$ cat src/hdl/kmsmt_pkg.sv
`timescale 1ns / 1ps
// ----------------------------------------------------------------------------
// kmsmt_pkg
// Shared types and constants of the key matrix scanner with mode toggle.
// ----------------------------------------------------------------------------
package kmsmt_pkg;

  localparam int RowW   = 3;
  localparam int ColW   = 8;
  localparam int KeyW   = 7;
  localparam int CfgW   = 6;
  localparam int InDataW  = 16;
  localparam int OutDataW = 24;

  // key index meaning "no key"
  localparam logic [KeyW-1:0] KEY_NONE = 7'h7F;

  // configuration register indexes
  localparam logic CFG_OCT_UP = 1'b0;
  localparam logic CFG_OCT_DN = 1'b1;

  localparam logic [CfgW-1:0] OCT_UP_RST = 6'd0;
  localparam logic [CfgW-1:0] OCT_DN_RST = 6'd1;

  // classified row word handed from the front end to the back end
  typedef struct packed {
    logic            row_ok;  // row is inside the matrix
    logic [RowW-1:0] row;
    logic [ColW-1:0] press;   // 1 = key down, unused columns cleared
    logic            last;    // end of scan
  } item_t;

  // front end queue output toward the back end
  typedef struct packed {
    logic  valid;
    item_t item;
  } queue_out_t;

endpackage

$ cat src/hdl/kmsmt_front.sv
`timescale 1ns / 1ps
// ----------------------------------------------------------------------------
// kmsmt_front
// Accepts row samples, classifies them and holds them in a two-word queue.
// ----------------------------------------------------------------------------
module kmsmt_front #(
  parameter int ROWS = 4,
  parameter int COLS = 4
) (
  input  logic                        clk_i,
  input  logic                        rst_ni,
  input  logic                        in_valid_i,
  output logic                        in_ready_o,
  input  logic [kmsmt_pkg::RowW-1:0]  in_row_i,
  input  logic [kmsmt_pkg::ColW-1:0]  in_levels_i,
  input  logic                        in_last_i,
  output kmsmt_pkg::queue_out_t       q_o,
  input  logic                        q_pop_i
);

  localparam logic [kmsmt_pkg::ColW-1:0] ColMask = kmsmt_pkg::ColW'((1 << COLS) - 1);

  kmsmt_pkg::item_t mem_q [2];
  logic             wr_ptr_q, wr_ptr_d;
  logic             rd_ptr_q, rd_ptr_d;
  logic [1:0]       count_q, count_d;
  logic             push;
  kmsmt_pkg::item_t item_in;

  assign in_ready_o = (count_q != 2'd2);
  assign push       = in_valid_i && in_ready_o;

  always_comb begin
    item_in.row_ok = ({1'b0, in_row_i} < 4'(ROWS));
    item_in.row    = in_row_i;
    item_in.press  = ~in_levels_i & ColMask;
    item_in.last   = in_last_i;
  end

  always_comb begin
    wr_ptr_d = push ? ~wr_ptr_q : wr_ptr_q;
    rd_ptr_d = q_pop_i ? ~rd_ptr_q : rd_ptr_q;
    count_d  = count_q;
    if (push && !q_pop_i) begin
      count_d = count_q + 2'd1;
    end else if (!push && q_pop_i) begin
      count_d = count_q - 2'd1;
    end
  end

  always_ff @(posedge clk_i or negedge rst_ni) begin
    if (!rst_ni) begin
      wr_ptr_q <= 1'b0;
      rd_ptr_q <= 1'b0;
      count_q  <= 2'd0;
    end else begin
      wr_ptr_q <= wr_ptr_d;
      rd_ptr_q <= rd_ptr_d;
      count_q  <= count_d;
    end
  end

  always_ff @(posedge clk_i) begin
    if (push) begin
      mem_q[wr_ptr_q] <= item_in;
    end
  end

  assign q_o.valid = (count_q != 2'd0);
  assign q_o.item  = mem_q[rd_ptr_q];

endmodule

$ cat src/hdl/kmsmt_back.sv
`timescale 1ns / 1ps
// ----------------------------------------------------------------------------
// kmsmt_back
// Key state update, press/release tracking, chord mode toggle, output register.
// ----------------------------------------------------------------------------
module kmsmt_back #(
  parameter int ROWS = 4,
  parameter int COLS = 4
) (
  input  logic                          clk_i,
  input  logic                          rst_ni,
  input  logic                          cfg_we_i,
  input  logic                          cfg_idx_i,
  input  logic [kmsmt_pkg::CfgW-1:0]    cfg_wdata_i,
  input  kmsmt_pkg::queue_out_t         q_i,
  output logic                          q_pop_o,
  output logic                          out_valid_o,
  input  logic                          out_ready_i,
  output logic [kmsmt_pkg::KeyW-1:0]    out_pressed_o,
  output logic [kmsmt_pkg::KeyW-1:0]    out_released_o,
  output logic                          out_event_o,
  output logic                          out_mode_o,
  output logic                          out_toggled_o
);

  localparam int NKeys = ROWS * COLS;
  localparam int CW    = (COLS > 1) ? $clog2(COLS) : 1;

  kmsmt_pkg::item_t it;

  logic [NKeys-1:0]             key_down_q, key_down_d;
  logic [kmsmt_pkg::KeyW-1:0]   press_q, press_d;
  logic [kmsmt_pkg::KeyW-1:0]   release_q, release_d;
  logic                         chord_wait_q, chord_wait_d;
  logic                         mode_q, mode_d;
  logic [kmsmt_pkg::CfgW-1:0]   oct_up_q, oct_dn_q;

  logic                         out_valid_q;
  logic                         out_event_q, out_event_d;
  logic                         out_toggled_q, out_toggled_d;

  logic                         load;
  logic [COLS-1:0]              press_row, old_row, changed;
  logic                         hit;
  logic [CW-1:0]                hit_col;
  logic [kmsmt_pkg::KeyW-1:0]   key_idx;
  logic                         up_down, dn_down, fire;

  assign it      = q_i.item;
  assign load    = q_i.valid && (!out_valid_q || out_ready_i);
  assign q_pop_o = load;

  // new state of every key; only the addressed row follows the sample
  for (genvar k = 0; k < NKeys; k++) begin : g_key
    localparam int KR = k / COLS;
    localparam int KC = k % COLS;
    assign key_down_d[k] = (it.row_ok && it.row == kmsmt_pkg::RowW'(KR)) ?
                           it.press[KC] : key_down_q[k];
  end

  assign press_row = it.press[COLS-1:0];

  always_comb begin
    old_row = '0;
    for (int r = 0; r < ROWS; r++) begin
      if (it.row == kmsmt_pkg::RowW'(r)) begin
        for (int c = 0; c < COLS; c++) begin
          old_row[c] = key_down_q[r*COLS + c];
        end
      end
    end
    changed = it.row_ok ? (old_row ^ press_row) : '0;
  end

  // highest changed column decides
  always_comb begin
    hit     = 1'b0;
    hit_col = '0;
    for (int c = 0; c < COLS; c++) begin
      if (changed[c]) begin
        hit     = 1'b1;
        hit_col = CW'(c);
      end
    end
    key_idx = kmsmt_pkg::KeyW'(it.row) * kmsmt_pkg::KeyW'(COLS) + kmsmt_pkg::KeyW'(hit_col);
  end

  // chord keys read from the updated key state; out-of-range index never matches
  always_comb begin
    up_down = 1'b0;
    dn_down = 1'b0;
    for (int k = 0; k < NKeys; k++) begin
      up_down = up_down | (key_down_d[k] && oct_up_q == kmsmt_pkg::CfgW'(k));
      dn_down = dn_down | (key_down_d[k] && oct_dn_q == kmsmt_pkg::CfgW'(k));
    end
  end

  always_comb begin
    press_d       = press_q;
    release_d     = release_q;
    chord_wait_d  = chord_wait_q;
    mode_d        = mode_q;
    fire          = 1'b0;
    if (hit) begin
      if (press_row[hit_col]) begin
        press_d   = key_idx;
        release_d = kmsmt_pkg::KEY_NONE;
      end else begin
        release_d = key_idx;
        press_d   = kmsmt_pkg::KEY_NONE;
      end
    end
    if (it.last) begin
      if (!chord_wait_q) begin
        chord_wait_d = up_down && dn_down;
      end else if (!up_down && !dn_down) begin
        fire         = 1'b1;
        mode_d       = ~mode_q;
        chord_wait_d = 1'b0;
        release_d    = kmsmt_pkg::KEY_NONE;
      end
    end
    out_event_d   = hit;
    out_toggled_d = fire;
  end

  always_ff @(posedge clk_i or negedge rst_ni) begin
    if (!rst_ni) begin
      oct_up_q <= kmsmt_pkg::OCT_UP_RST;
      oct_dn_q <= kmsmt_pkg::OCT_DN_RST;
    end else if (cfg_we_i) begin
      case (cfg_idx_i)
        kmsmt_pkg::CFG_OCT_UP: oct_up_q <= cfg_wdata_i;
        kmsmt_pkg::CFG_OCT_DN: oct_dn_q <= cfg_wdata_i;
        default: ;
      endcase
    end
  end

  always_ff @(posedge clk_i or negedge rst_ni) begin
    if (!rst_ni) begin
      key_down_q    <= '0;
      press_q       <= kmsmt_pkg::KEY_NONE;
      release_q     <= kmsmt_pkg::KEY_NONE;
      chord_wait_q  <= 1'b0;
      mode_q        <= 1'b0;
      out_valid_q   <= 1'b0;
      out_event_q   <= 1'b0;
      out_toggled_q <= 1'b0;
    end else begin
      if (load) begin
        key_down_q    <= key_down_d;
        press_q       <= press_d;
        release_q     <= release_d;
        chord_wait_q  <= chord_wait_d;
        mode_q        <= mode_d;
        out_event_q   <= out_event_d;
        out_toggled_q <= out_toggled_d;
        out_valid_q   <= 1'b1;
      end else if (out_ready_i) begin
        out_valid_q   <= 1'b0;
      end
    end
  end

  // output word is the tracked state after the item
  assign out_valid_o    = out_valid_q;
  assign out_pressed_o  = press_q;
  assign out_released_o = release_q;
  assign out_event_o    = out_event_q;
  assign out_mode_o     = mode_q;
  assign out_toggled_o  = out_toggled_q;

`ifndef SYNTHESIS
  a_press_release_excl: assert property (@(posedge clk_i) disable iff (!rst_ni)
    (press_q == kmsmt_pkg::KEY_NONE) || (release_q == kmsmt_pkg::KEY_NONE))
    else $error("pressed and released keys both set");

  a_toggle_clears_release: assert property (@(posedge clk_i) disable iff (!rst_ni)
    (out_valid_q && out_toggled_q) |-> (release_q == kmsmt_pkg::KEY_NONE))
    else $error("mode toggle left a released key");

  a_toggle_needs_arm: assert property (@(posedge clk_i) disable iff (!rst_ni)
    (load && fire) |=> (!chord_wait_q && $past(chord_wait_q) && mode_q != $past(mode_q)))
    else $error("mode toggle without armed chord");

  a_no_event_off_matrix: assert property (@(posedge clk_i) disable iff (!rst_ni)
    (load && !it.row_ok) |=> (!out_event_q && $stable(key_down_q)))
    else $error("key state changed on row outside matrix");
`endif

endmodule

$ cat src/hdl/key_matrix_scan_with_mode_toggle_top.sv
`timescale 1ns / 1ps
// ----------------------------------------------------------------------------
// key_matrix_scan_with_mode_toggle_top
// Key matrix row scanner with press/release reporting and chord mode toggle.
// ----------------------------------------------------------------------------
// Path: an accepted word goes into the input queue, then into the output register,
//   from which it is offered on m_axis; key update and chord check are one stage.
// Throughput: one row word per cycle while m_axis does not stall.
// A two-word queue lets input accept while a result waits on m_axis.
// Reset (rst_ni low, async): all keys released, no key reported, current_mode 0,
//   chord idle, chord keys 0 and 1, queue and output empty.
module key_matrix_scan_with_mode_toggle_top #(
  parameter int ROWS = 4,
  parameter int COLS = 4
) (
  input  logic                              clk_i,
  input  logic                              rst_ni,
  input  logic                              s_axis_tvalid,
  output logic                              s_axis_tready,
  input  logic [kmsmt_pkg::InDataW-1:0]     s_axis_tdata,   // row[2:0], col_levels[10:3]
  input  logic                              s_axis_tlast,   // last_row
  output logic                              m_axis_tvalid,
  input  logic                              m_axis_tready,
  output logic [kmsmt_pkg::OutDataW-1:0]    m_axis_tdata,   // pressed_key[6:0],
                                                            // released_key[13:7],
                                                            // key_event[14],
                                                            // current_mode[15],
                                                            // mode_toggled[16]
  input  logic                              cfg_we_i,
  input  logic                              cfg_idx_i,
  input  logic [kmsmt_pkg::CfgW-1:0]        cfg_wdata_i
);

  kmsmt_pkg::queue_out_t       q;
  logic                        q_pop;
  logic [kmsmt_pkg::KeyW-1:0]  pressed_key, released_key;
  logic                        key_event, current_mode, mode_toggled;

  kmsmt_front #(.ROWS(ROWS), .COLS(COLS)) u_front (
    .clk_i       (clk_i),
    .rst_ni      (rst_ni),
    .in_valid_i  (s_axis_tvalid),
    .in_ready_o  (s_axis_tready),
    .in_row_i    (s_axis_tdata[2:0]),
    .in_levels_i (s_axis_tdata[10:3]),
    .in_last_i   (s_axis_tlast),
    .q_o         (q),
    .q_pop_i     (q_pop)
  );

  kmsmt_back #(.ROWS(ROWS), .COLS(COLS)) u_back (
    .clk_i          (clk_i),
    .rst_ni         (rst_ni),
    .cfg_we_i       (cfg_we_i),
    .cfg_idx_i      (cfg_idx_i),
    .cfg_wdata_i    (cfg_wdata_i),
    .q_i            (q),
    .q_pop_o        (q_pop),
    .out_valid_o    (m_axis_tvalid),
    .out_ready_i    (m_axis_tready),
    .out_pressed_o  (pressed_key),
    .out_released_o (released_key),
    .out_event_o    (key_event),
    .out_mode_o     (current_mode),
    .out_toggled_o  (mode_toggled)
  );

  assign m_axis_tdata = {7'd0, mode_toggled, current_mode, key_event,
                         released_key, pressed_key};

endmodule
$ cat config.mk
export PLATFORM = sky130hd
export DESIGN_NAME = key_matrix_scan_with_mode_toggle_top
export DESIGN_NICKNAME = d
export VERILOG_FILES = /design/src/hdl/kmsmt_pkg.sv /design/src/hdl/kmsmt_front.sv /design/src/hdl/kmsmt_back.sv /design/src/hdl/key_matrix_scan_with_mode_toggle_top.sv
export SDC_FILE = /design/constraint.sdc
export NUM_CORES = 1
export LEC_CHECK = 0
export BUFFER_PORTS_ARGS = -buffer_cell sky130_fd_sc_hd__buf_2
export CAP_MARGIN = 20
export CORE_MARGIN = 4
export CORE_UTILIZATION = 62
export CTS_BUF_LIST = sky130_fd_sc_hd__clkbuf_16
export CTS_CLUSTER_DIAMETER = 100
export DETAILED_ROUTE_END_ITERATION = 7
export GPL_ROUTABILITY_DRIVEN = 0
export PLACE_DENSITY = 0.82
export SLEW_MARGIN = 20
export SYNTH_ARGS = -nofsm -noshare
export SYNTH_HDL_FRONTEND = slang
export SYNTH_SLANG_ARGS = --single-unit
$ cat constraint.sdc
create_clock -name clk_i -period 6.2 [get_ports clk_i]
set_input_delay 1.24 -clock clk_i [delete_from_list [all_inputs] [get_ports clk_i]]
set_output_delay 1.24 -clock clk_i [all_outputs]
set_load 0.01 [all_outputs]
### Yosys cells after proc, flatten, opt, wreduce, memory -nomap -nowiden

Memories as Yosys holds them, arrays and structs flattened.
Cells that the tools add are included.

* memories: 1
* RAM bits: 18
* bits in registers: 51
* logic and storage cells: 195
* output and inout port bits: 26

Memory list
* u_front.mem_q: depth 2, width 9, rd ports 1, clocked after memory_dff 0, wr ports 1, line kmsmt_front.sv:23 `kmsmt_pkg::item_t mem_q [2];`

* bitwise gates (word level): 36
* $lt $le $gt $ge: 2
* add/sub/neg operators: 3
* eq/ne operators: 34
* muxes and demuxes: 47
* reduce and logical (&&, ||, !) cells: 59

Operator list (count)
* 6-bit by 4-bit equality test with 1-bit output (second input constant): 16
* 6-bit by 3-bit equality test with 1-bit output (second input constant): 8
* 1-bit logical AND: 42
* 7-bit two-way mux: 6
* 1-bit two-way mux: 31
* 1-bit OR: 30
* 6-bit by 2-bit equality test with 1-bit output (second input constant): 4
* 4-bit two-way mux: 5
* 6-bit by 1-bit equality test with 1-bit output (second input constant): 2
* 6-bit logical NOT: 2
* 2-bit two-way mux: 4
* 2-bit AND reduction: 4
* 5-bit by 2-bit adder with 6-bit output: 1
* 3-bit by 2-bit equality test with 1-bit output (second input constant): 2
* 2-bit nonzero test: 3
* 1-bit logical NOT: 5
* 1-bit NOT: 4
* 4-bit NOT: 1
* 4-bit AND reduction: 1
* 4-bit XOR: 1
* 3-bit by 1-bit equality test with 1-bit output (second input constant): 1
* 3-bit logical NOT: 1
* 2-bit by 3-bit < comparator with 1-bit output (second input constant): 1
* 3-bit < comparator (second input constant): 1
* other kinds (5): 5

### Logic depth before layout (Yosys ltp)

Gate-level depths: netlist of the first run.
An unclocked memory read counts as a cell.

* depth in word-level cells: 25
* gate-level depth with buffers: 10
* gate-level depth less buffers: 8

### By module

From an unflattened synthesis of the first run, not the netlist that was laid out.

* cell total of the unflattened synthesis: 340
* area, all modules: 3923.8 um^2

By module, submodules not included
* kmsmt_back: area an instance 2930.3 um^2, instances 1, cells each 273
* kmsmt_front: area an instance 914.6 um^2, instances 1, cells each 56
* key_matrix_scan_with_mode_toggle_top: area an instance 78.8 um^2, instances 1, cells each 11

### Worst setup path before layout of the first run

No wires, ideal clock.

* kind: flip-flop to flip-flop
* start: memory u_front.mem_q[0][6] in the netlist's numbering
* end: register u_back.release_q, in the netlist u_back.out_released_o[2]
* arrival time: 2858 ps
* cell stages (with the launch flop): 10
* clock period less this slack: 2947 ps
* data required time: 6111 ps
* setup time: 89 ps
* setup slack: 3253 ps
* cells stage by stage: edfxtp_1 or3_2 clkbuf_1 a22oi_2 mux2_2 a2111oi_0 and4b_1 o211a_4 a211oi_4 a211oi_1

* longest elaborated chain between the ends: 25
* elaborated cells on any way between the ends: 111
* classes of those cells: add/sub (1); eq/ne (3); mux (35); bitwise (31); reduce/logical (40); memory (1)

Ends and longest elaborated chain
* from (decl): line kmsmt_front.sv:23
* memory 2 x 9 bit *
* 3-bit logical NOT: line kmsmt_back.sv:57, kmsmt_back.sv:66
* 1-bit logical AND: line kmsmt_back.sv:57 `assign key_down_d[k] = (it.row_ok && it.row == kmsmt_pkg::RowW'(KR)) ?`
* 1-bit two-way mux: line kmsmt_back.sv:57
* 1-bit logical AND, on equally long branches: line kmsmt_back.sv:93, kmsmt_back.sv:94
* 1-bit OR, on equally long branches (15 in a row): line kmsmt_back.sv:93, kmsmt_back.sv:94
* 1-bit logical NOT: line kmsmt_back.sv:116 `end else if (!up_down && !dn_down) begin`
* 1-bit logical AND: line kmsmt_back.sv:116
* 7-bit two-way mux: line kmsmt_back.sv:116
* 7-bit two-way mux: line kmsmt_back.sv:114 `if (!chord_wait_q) begin`
* 7-bit two-way mux *: line kmsmt_back.sv:113 `if (it.last) begin`
* to (signal assigned): line kmsmt_back.sv:144 `release_q <= kmsmt_pkg::KEY_NONE;`
* to (signal assigned): line kmsmt_back.sv:154 `release_q <= release_d;`
* to (decl): line kmsmt_back.sv:33 `logic [kmsmt_pkg::KeyW-1:0] release_q, release_d;`

Mark *: on every way between the ends. The rest lies on a longest branch, timed or not. The select of a mux whose other input is x is not followed.
A chain may end at the register's enable or synchronous reset.

### Final worst setup path of the first run

* start: register u_front.rd_ptr_q
* end: register u_back.release_q, in the netlist u_back.out_released_o[2]

* longest elaborated chain between the ends: 25
* elaborated cells on any way between the ends: 111
* classes of those cells: add/sub (1); eq/ne (3); mux (35); bitwise (31); reduce/logical (40); memory (1)

Ends and longest elaborated chain
* from (decl): line kmsmt_front.sv:25 `logic rd_ptr_q, rd_ptr_d;`
* from (signal assigned): line kmsmt_front.sv:58 `rd_ptr_q <= rd_ptr_d;`
* memory 2 x 9 bit *
* 3-bit logical NOT: line kmsmt_back.sv:57, kmsmt_back.sv:66
* 1-bit logical AND: line kmsmt_back.sv:57
* 1-bit two-way mux: line kmsmt_back.sv:57
* 1-bit logical AND, on equally long branches: line kmsmt_back.sv:93, kmsmt_back.sv:94
* 1-bit OR, on equally long branches (15 in a row): line kmsmt_back.sv:93, kmsmt_back.sv:94
* 1-bit logical NOT: line kmsmt_back.sv:116
* 1-bit logical AND: line kmsmt_back.sv:116
* 7-bit two-way mux: line kmsmt_back.sv:116
* 7-bit two-way mux: line kmsmt_back.sv:114
* 7-bit two-way mux *: line kmsmt_back.sv:113

Marked as above.

==> results.sh, run 1 <==
export IMPL_worstPathArrival_ps=4270
export IMPL_synth_ff_latch_count=68
export IMPL_critPathCapture="u_back.out_released_o[2]"
export IMPL_fp_dieW_um=90.0
export IMPL_grt_util_met1_pct=30.7
export IMPL_drc_errors=0
export IMPL_via_per_inst=6.54
export IMPL_final_util_pct=71.3
export IMPL_tightest_slew_ps=902
export IMPL_avgSynthCellArea_um2=10.3
export IMPL_crit_slowest_cell="dfrtp_1"
export IMPL_startpoint="u_front.rd_ptr_q"
export IMPL_cp_cell_sequence="or3b_2 -> a22oi_2 -> mux2_2 -> a2111oi_0 -> and4b_1 -> o211a_4 -> a211oi_4 -> a211oi_1"
export IMPL_cts_root_buf="clkbuf_16"
export IMPL_async_flop_share_pct=73.5
export IMPL_synth_compound_area_share_pct=16.3
export IMPL_drtIter0Drc=287
export IMPL_cp_max_fo=22
export IMPL_multi_input_area_um2=2110
export IMPL_status="completed"
export IMPL_ys_warn_count=0
export IMPL_cp_required_ps=6430
export IMPL_initial_core_util_pct=64.9
export IMPL_grt_overflow=0
export IMPL_slowest_delay_ps=930
export IMPL_period_minus_slack_ps=4030
export IMPL_regArea_um2=1810
export IMPL_synth_edf_count=18
export IMPL_cts_clk_slew_worst_paths_ps=60
export IMPL_cts_buffers=9
export IMPL_antenna_cells=0
export IMPL_synthAdderAreaFrac_pct=0.300
export IMPL_start_kind="flip-flop"
export IMPL_antenna_found_initial=0
export IMPL_period_share_pct=65.1
export IMPL_fill_cells=474
export IMPL_path_class="reg2reg"
export IMPL_netlist_area_um2=4170
export IMPL_worstReg2RegStart="u_front.rd_ptr_q"
export IMPL_yosysUniqueCellTypes=77
export IMPL_ant_nets=0
export IMPL_clockBufferDepth=2
export IMPL_layout_common_cells="nand2_1, buf_2, dfrtp_1, mux2i_1, nor2_1"
export IMPL_final_common_cell="nand2_1"
export IMPL_setup_violations_final=0
export IMPL_grt_pass1_vias=3213
export IMPL_r2r_setup_slack_ps=2170
export IMPL_nNetsFinal=458
export IMPL_htreeDepth=3
export IMPL_grt_setup_unrepaired="false"
export IMPL_std_cell_rows=29
export IMPL_use_met2_pct=42.7
export IMPL_grt_first_pass_wirelength_um=16100
export IMPL_end_kind="flip-flop"
export IMPL_design_die_area_um2=8100
export IMPL_place_hpwl_um=7010
export IMPL_boundaryPins=55
export IMPL_cts_tree="built"
export IMPL_grt_max_degree=51
export IMPL_power_density_nw_per_um2=508
export IMPL_ys_seq_area_share_pct=43.4
export IMPL_slew_violations=0
export IMPL_drt_pass1_iter_count=5
export IMPL_fp_coreArea_um2=6420
export IMPL_fmax_mhz=248
export IMPL_hold_viol=0
export IMPL_min_delay_path_class="reg2reg"
export IMPL_grt_usage_pct=25.3
export IMPL_cellLeakagePower_nw=1.83
export IMPL_post_cts_resized=0
export IMPL_fin_tns_setup_ps=0
export IMPL_synthMuxAreaShare_pct=13.7
export IMPL_portBuffers=38
export IMPL_yosys_area_share_simple_pct=17.0
export IMPL_routed_via_count=3335
export IMPL_synthCells=403
export IMPL_placedCellCount=494
export IMPL_syn2layout_area_growth_pct=9.82
export IMPL_top_usage_layer="met2"
export IMPL_drt_wl_total_um=10200
export IMPL_ys_flop_type="dfrtp_1"
export IMPL_yosys_area_share_xor_xnor_pct=2.52
export IMPL_post_cts_buffers=0
export IMPL_fp_dieH_um=90.0
export IMPL_synth_top_family_by_area="simple AND/OR/NAND/NOR gates"
export IMPL_worstReg2RegEnd="u_back.out_released_o[2]"
export IMPL_relSlewSlack_pct=39.9
export IMPL_cap_viol_max_count=0
export IMPL_grt_util_met3_pct=5.59
export IMPL_skew_ps=5.82
export IMPL_layout_cells_non_filler=510
export IMPL_cts_sinks=68
export IMPL_wire_per_inst_um=19.9
export IMPL_drive_above_1_share_pct=25.6
export IMPL_hold_buffers=0
export IMPL_peakVddDrop_mv=0.420
export IMPL_clk_latency_ps=330
export IMPL_rr_worst_depth=8
per-stage QoR:
stage	instance area (µm²)	power, W	setup WS, ps	hold slack [ps]
after global placement	4250	0.00170	2400	457
final	4580	0.00232	2170	479
after CTS	4570	0.00231	2240	475
after floorplan	4190	0.00151	3250	448
after global routing	4580	0.00244	2120	515
after detailed placement	4250	0.00174	2290	461
how the worst min path moves through the flow:
stage / startpoint / end / slack, ps / cells after the start
after floorplan: u_back.out_mode_o / u_back.out_mode_o / 450 / 1
after global placement: u_back.out_mode_o / u_back.out_mode_o / 460 / 1
after detailed placement: u_back.out_toggled_o / u_back.out_toggled_o / 460 / 2
after CTS: u_back.out_toggled_o / u_back.out_toggled_o / 480 / 2
after global routing: u_back.out_toggled_o / u_back.out_toggled_o / 520 / 2
final: u_back.out_toggled_o / u_back.out_toggled_o / 480 / 2
where the power goes:
group | internal (W) | leakage (nW) | switching (W) | total [W]
combinational | 0.000382 | 0.920 | 0.000556 | 0.000939
clock | 0.000354 | 0.156 | 0.000196 | 0.000550
sequential | 0.000651 | 0.753 | 0.000185 | 0.000836
total | 0.00139 | 1.83 | 0.000937 | 0.00232
state kept, by name (all words and copies together), names as in the netlist:
name and count:
u_back.out_event_o 1, u_back.out_toggled_o 1, u_back.out_mode_o 1, u_back.oct_dn_q 6, u_front.count_q 2, u_back.out_pressed_o 6, u_back.oct_up_q 6, u_back.out_released_o 7
u_front.mem_q 18, u_front.rd_ptr_q 1, u_back.chord_wait_q 1, u_front.wr_ptr_q 1, u_back.key_down_q 16, u_back.out_valid_o 1
routing by layer:
metal / wire length (µm) / vias up / share of wire (%)
met5: 0 / - / 0
met4: 313 / 0 / 3.1
met3: 745 / 30 / 7.3
met2: 5010 / 157 / 49
met1: 4100 / 1634 / 40
li1: - / 1514 / -
Yosys cell counts (8+ instances only):
master / instances / share of area, %
nand2_1: 48 / 4.3
dfrtp_1: 36 / 22
mux2i_1: 32 / 7.7
nor2_1: 30 / 2.7
mux2_2: 19 / 5.1
edfxtp_1: 18 / 13
o21ai_0: 16 / 1.9
a211oi_1: 15 / 2.7
dfstp_2: 14 / 8.8
inv_1: 13 / 1.2
a21oi_1: 11 / 1.3
buf_4: 11 / 2.0
xnor2_1: 10 / 2.1
clkbuf_1: 8 / 0.72
nand3_1: 8 / 0.96
cell families (layout without fill, tap and decap cells):
logic type	after synthesis	count (layout)
simple gates	138	138
compound gates	87	87
flops	68	68
mux	53	53
buf+inv	43	67
xor+xnor	12	12
fa+ha+maj	1	1
other cells	1	7
worst max-delay path: cells and delay by family (launching register included):
kind	cells	cell delay, ps
AO/OA/AOI/OAI	5	1650
AND/OR/NAND/NOR	2	940
flip-flops	1	930
multiplexers	1	410
final cells by class:
class / count / share of cell area [%]
well taps: 77 / 2.10
inverters: 13 / 1.07
clock inverters: 7 / 2.16
multi-input cells: 298 / 46.0
repair buffers: 38 / 4.21
clock buffers: 9 / 4.92
flip-flops and latches: 68 / 39.5
Note: power is estimated with default switching activity, not from simulation.
==> run 2, diff against run 1 <==
CORE_UTILIZATION = 58   (was 62)
PLACE_DENSITY = 0.77   (was 0.82)
clock period = 4.09 ns   (was 6.2 ns; I/O delays follow)
==> results.sh, run 2 (synthesis gave the netlist of run 1 again) <==
export IMPL_status="completed"
export IMPL_min_delay_path_class="in2async"
export IMPL_final_common_cell="nand2_1"
export IMPL_routed_via_count=3243
export IMPL_fp_coreArea_um2=6870
export IMPL_fill_cells=522
export IMPL_hold_viol=0
export IMPL_regArea_um2=1810
export IMPL_cp_required_ps=4310
export IMPL_std_cell_rows=30
export IMPL_syn2layout_area_growth_pct=11.6
export IMPL_grt_first_pass_wirelength_um=15800
export IMPL_tightest_slew_ps=736
export IMPL_end_kind="flip-flop"
export IMPL_cap_viol_max_count=0
export IMPL_use_met2_pct=36.2
export IMPL_fin_tns_setup_ps=0
export IMPL_setup_violations_final=0
export IMPL_slowest_delay_ps=560
export IMPL_cts_sinks=68
export IMPL_startpoint="u_front.rd_ptr_q"
export IMPL_fmax_mhz=292
export IMPL_drtIter0Drc=244
export IMPL_cts_root_buf="clkbuf_16"
export IMPL_grt_usage_pct=24.0
export IMPL_crit_path_frequent_cell="nand4_1"
export IMPL_multi_input_area_um2=2110
export IMPL_via_per_inst=6.05
export IMPL_grt_setup_unrepaired="false"
export IMPL_cp_num_buf_inv=1
export IMPL_fp_dieH_um=92.8
export IMPL_period_share_pct=83.8
export IMPL_cellLeakagePower_nw=1.86
export IMPL_design_die_area_um2=8610
export IMPL_antenna_cells=0
export IMPL_htreeDepth=3
export IMPL_grt_util_met3_pct=6.26
export IMPL_design_area_um2=4650
export IMPL_power_density_nw_per_um2=761
export IMPL_largest_register_ffs=18
export IMPL_drt_wl_total_um=9870
export IMPL_drc_errors=0
export IMPL_post_cts_buffers=0
export IMPL_total_power_w=0.00354
export IMPL_hold_buffers=0
export IMPL_antenna_found_initial=0
export IMPL_clockBufferDepth=2
export IMPL_cp_max_fo=12
export IMPL_critPathTopFamily="compound AO/OA/AOI/OAI gates"
export IMPL_path_class="reg2reg"
export IMPL_grt_util_met1_pct=33.0
export IMPL_r2r_setup_slack_ps=660
export IMPL_grt_overflow=0
export IMPL_nNetsFinal=465
export IMPL_initial_core_util_pct=60.7
export IMPL_fp_dieW_um=92.8
export IMPL_drt_pass1_iter_count=5
export IMPL_wire_per_inst_um=18.4
export IMPL_grt_pass1_vias=3142
export IMPL_cts_clk_slew_worst_paths_ps=60
export IMPL_post_cts_resized=0
export IMPL_start_kind="flip-flop"
export IMPL_place_hpwl_um=7070
export IMPL_period_minus_slack_ps=3430
export IMPL_drive_above_1_share_pct=26.8
export IMPL_relSlewSlack_pct=49.5
export IMPL_clk_latency_ps=330
export IMPL_slew_violations=0
export IMPL_cts_buffers=9
export IMPL_worstReg2RegStart="u_front.rd_ptr_q"
export IMPL_ant_nets=0
export IMPL_peakVddDrop_mv=0.543
export IMPL_grt_max_degree=28
export IMPL_skew_ps=5.42
export IMPL_postPlaceCellArea_um2=4330
export IMPL_crit_slowest_cell="dfrtp_1"
export IMPL_worstPathArrival_ps=3650
export IMPL_layout_common_cells="nand2_1, buf_2, dfrtp_1, mux2i_1, nor2_1"
export IMPL_boundaryPins=55
export IMPL_cts_tree="built"
export IMPL_regMostFlops="u_front.mem_q"
export IMPL_cp_cell_sequence="buf_4 -> mux2_2 -> a221oi_1 -> a211oi_1 -> o31ai_1 -> nand4_1 -> a21oi_2 -> nand4_1 -> xnor2_1"
export IMPL_top_usage_layer="met2"
export IMPL_holdWs_ps=456
export IMPL_portBuffers=38
==> run 2: where the power goes <==
group | internal, W | leakage, nW | switching, W | total [W]
sequential | 0.000986 | 0.753 | 0.000247 | 0.00123
combinational | 0.000608 | 0.953 | 0.000859 | 0.00147
clock | 0.000537 | 0.156 | 0.000302 | 0.000839
==> run 2: worst paths after layout <==
path | cells after the start | endpoint
worst max-delay path | 9 | u_back.out_mode_o
worst min-delay path | 1 | u_back.oct_dn_q[2]
worst max register to register | 9 | u_back.out_mode_o
worst min register to register | 2 | u_back.out_toggled_o
max in group asynchronous | 2 | u_back.out_pressed_o[0]
min in group clk_i | 2 | u_back.out_toggled_o
==> run 2: metal layers <==
metal  wire, µm  vias to the layer above
met5          0                        -
met4        197                        0
met3        783                       21
met2       4570                      163
met1       4320                     1526
li1           -                     1533
==> run 2: layout make-up <==
cell class	count	area share, %
inverter	13	1.05
multi-input combinational	298	45.3
clock buffer	9	4.84
tap	96	2.58
clock inverter	7	2.13
sequential	68	38.9
timing repair buffer	45	5.22
==> run 2: stage by stage <==
stage	instances	setup slack [ps]	util, %
after floorplan	409	1140	-
after global placement	520	768	63.0
after detailed placement	520	698	63.0
after CTS	536	724	67.7
after global routing	536	497	67.7
final	536	661	67.7
==> run 3, diff against run 2 <==
CORE_UTILIZATION = 53   (was 58)
PLACE_DENSITY = 0.74   (was 0.77)
clock period = 2.8 ns   (was 4.09 ns; I/O delays follow)
==> results.sh, run 3 (synthesis gave the netlist of run 1 again) <==
export IMPL_status="finished, violations left"
export IMPL_violations="negative setup slack"
export IMPL_drtIter0Drc=264
export IMPL_grt_overflow=0
export IMPL_nNetsFinal=514
export IMPL_ant_nets=0
export IMPL_end_kind="flip-flop"
export IMPL_drt_wl_total_um=10800
export IMPL_clockBufferDepth=2
export IMPL_antenna_cells=0
export IMPL_fmax_mhz=346
export IMPL_std_cell_rows=32
export IMPL_grt_first_pass_wirelength_um=17600
export IMPL_hold_viol=0
export IMPL_cp_required_ps=3060
export IMPL_grt_usage_pct=23.3
export IMPL_cts_root_buf="clkbuf_16"
export IMPL_cap_viol_max_count=0
export IMPL_grt_max_degree=45
export IMPL_regMostFlops="u_front.mem_q"
export IMPL_grt_pass1_vias=3575
export IMPL_rr_worst_depth=10
export IMPL_layout_common_cells="buf_4, nand2_1, buf_2, dfrtp_1, nor2_1"
export IMPL_initial_core_util_pct=54.2
export IMPL_antenna_found_initial=0
export IMPL_cellLeakagePower_nw=2.14
export IMPL_relSlewSlack_pct=52.8
export IMPL_r2r_setup_slack_ps=-90
export IMPL_htreeDepth=3
export IMPL_syn2layout_area_growth_pct=25.4
export IMPL_period_minus_slack_ps=2890
export IMPL_slew_violations=0
export IMPL_final_common_cell="buf_4"
export IMPL_worstReg2RegStart="u_front.rd_ptr_q"
export IMPL_total_power_w=0.00568
export IMPL_min_delay_path_class="in2async"
export IMPL_place_hpwl_um=7570
export IMPL_worstReg2RegEnd="u_back.out_released_o[4]"
export IMPL_period_share_pct=103
export IMPL_start_kind="flip-flop"
export IMPL_use_met2_pct=37.1
export IMPL_holdWs_ps=229
export IMPL_top_usage_layer="met2"
export IMPL_grt_setup_unrepaired="true"
export IMPL_portBuffers=38
export IMPL_fp_dieW_um=96.7
export IMPL_grt_util_met3_pct=5.26
export IMPL_skew_ps=11.0
export IMPL_worstPathArrival_ps=3150
export IMPL_cts_clk_slew_worst_paths_ps=60
export IMPL_routed_via_count=3495
export IMPL_peakVddDrop_mv=0.717
export IMPL_fp_coreArea_um2=7690
export IMPL_grt_util_met1_pct=29.3
export IMPL_cts_tree="built"
export IMPL_wire_per_inst_um=18.2
export IMPL_multi_input_area_um2=2280
export IMPL_power_density_nw_per_um2=1090
export IMPL_hold_buffers=0
export IMPL_cts_sinks=68
export IMPL_drc_errors=0
export IMPL_drive_above_1_share_pct=39.1
export IMPL_largest_register_ffs=18
export IMPL_drt_pass1_iter_count=5
export IMPL_tightest_slew_ps=705
export IMPL_cp_max_fo=7
export IMPL_regArea_um2=1810
export IMPL_fill_cells=587
export IMPL_fin_ws_ps=-93.4
export IMPL_design_die_area_um2=9350
export IMPL_fp_dieH_um=96.7
export IMPL_boundaryPins=55
export IMPL_setup_violations_final=6
export IMPL_clk_latency_ps=340
export IMPL_path_class="reg2reg"
export IMPL_cts_buffers=9
export IMPL_via_per_inst=5.91
## run 3: area by class of cell
| type | count | share of cell area (%) |
|---|---|---|
| multi-input combinational | 298 | 43.5 |
| sequential | 68 | 34.6 |
| timing repair buffer | 94 | 12.7 |
| clock buffer | 9 | 4.31 |
| tap | 102 | 2.44 |
| clock inverter | 7 | 1.44 |
| inverter | 13 | 0.933 |
## run 3: how the worst max path moves through the flow
stage / slack [ps] / to / start / cells past startpoint
floorplan: 5 / u_back.out_released_o[0] / u_front.rd_ptr_q / 9
global placement: -130 / u_back.out_released_o[2] / u_front.rd_ptr_q / 10
detailed placement: -180 / u_back.out_released_o[2] / u_front.rd_ptr_q / 10
CTS: -9 / u_back.out_mode_o / u_front.mem_q[0][6] / 9
global route: -280 / u_back.out_released_o[4] / u_front.rd_ptr_q / 12
finish: -90 / u_back.out_released_o[4] / u_front.rd_ptr_q / 10
## run 3: metal layers
layer | part of all wire [%] | vias up
met4 | 3.2 | 0
met5 | 0 | -
met3 | 6.3 | 41
li1 | - | 1630
met1 | 40 | 1669
met2 | 50 | 155
## run 3: worst max-delay path: stages (launching register included)
cell	delay, ps
dfrtp_2	460
or3b_4	450
a22oi_4	290
buf_4	190
mux2i_1	250
a2111oi_2	60
and4b_2	280
o211a_4	270
a211oi_4	360
buf_6	170
a211oi_2	40
## run 3: what timing repair did
item                       4_1_cts  5_1_grt
resized for setup                8       27
pin swaps                        6       11
setup buffers                    5        4
hold endpoints to repair         0        0
setup endpoints to repair       16       16
## run 3: stage by stage
step | util (%) | std cells | worst slack, ps | area [µm²] | TNS, ps
floorplan | - | 409 | 4.95 | 4250 | 0
global placement | 60.9 | 566 | -128 | 4680 | -837
detailed placement | 60.9 | 566 | -177 | 4680 | -1490
CTS | 65.9 | 587 | -9.26 | 5070 | -9.58
global route | 68.0 | 591 | -276 | 5230 | -1940
finish | 68.0 | 591 | -93.4 | 5230 | -341
## run 3: where the power goes
group | leakage, nW | switching (W) | internal, W
combinational | 1.25 | 0.00146 | 0.00130
clock | 0.140 | 0.000431 | 0.000691
sequential | 0.752 | 0.000352 | 0.00144
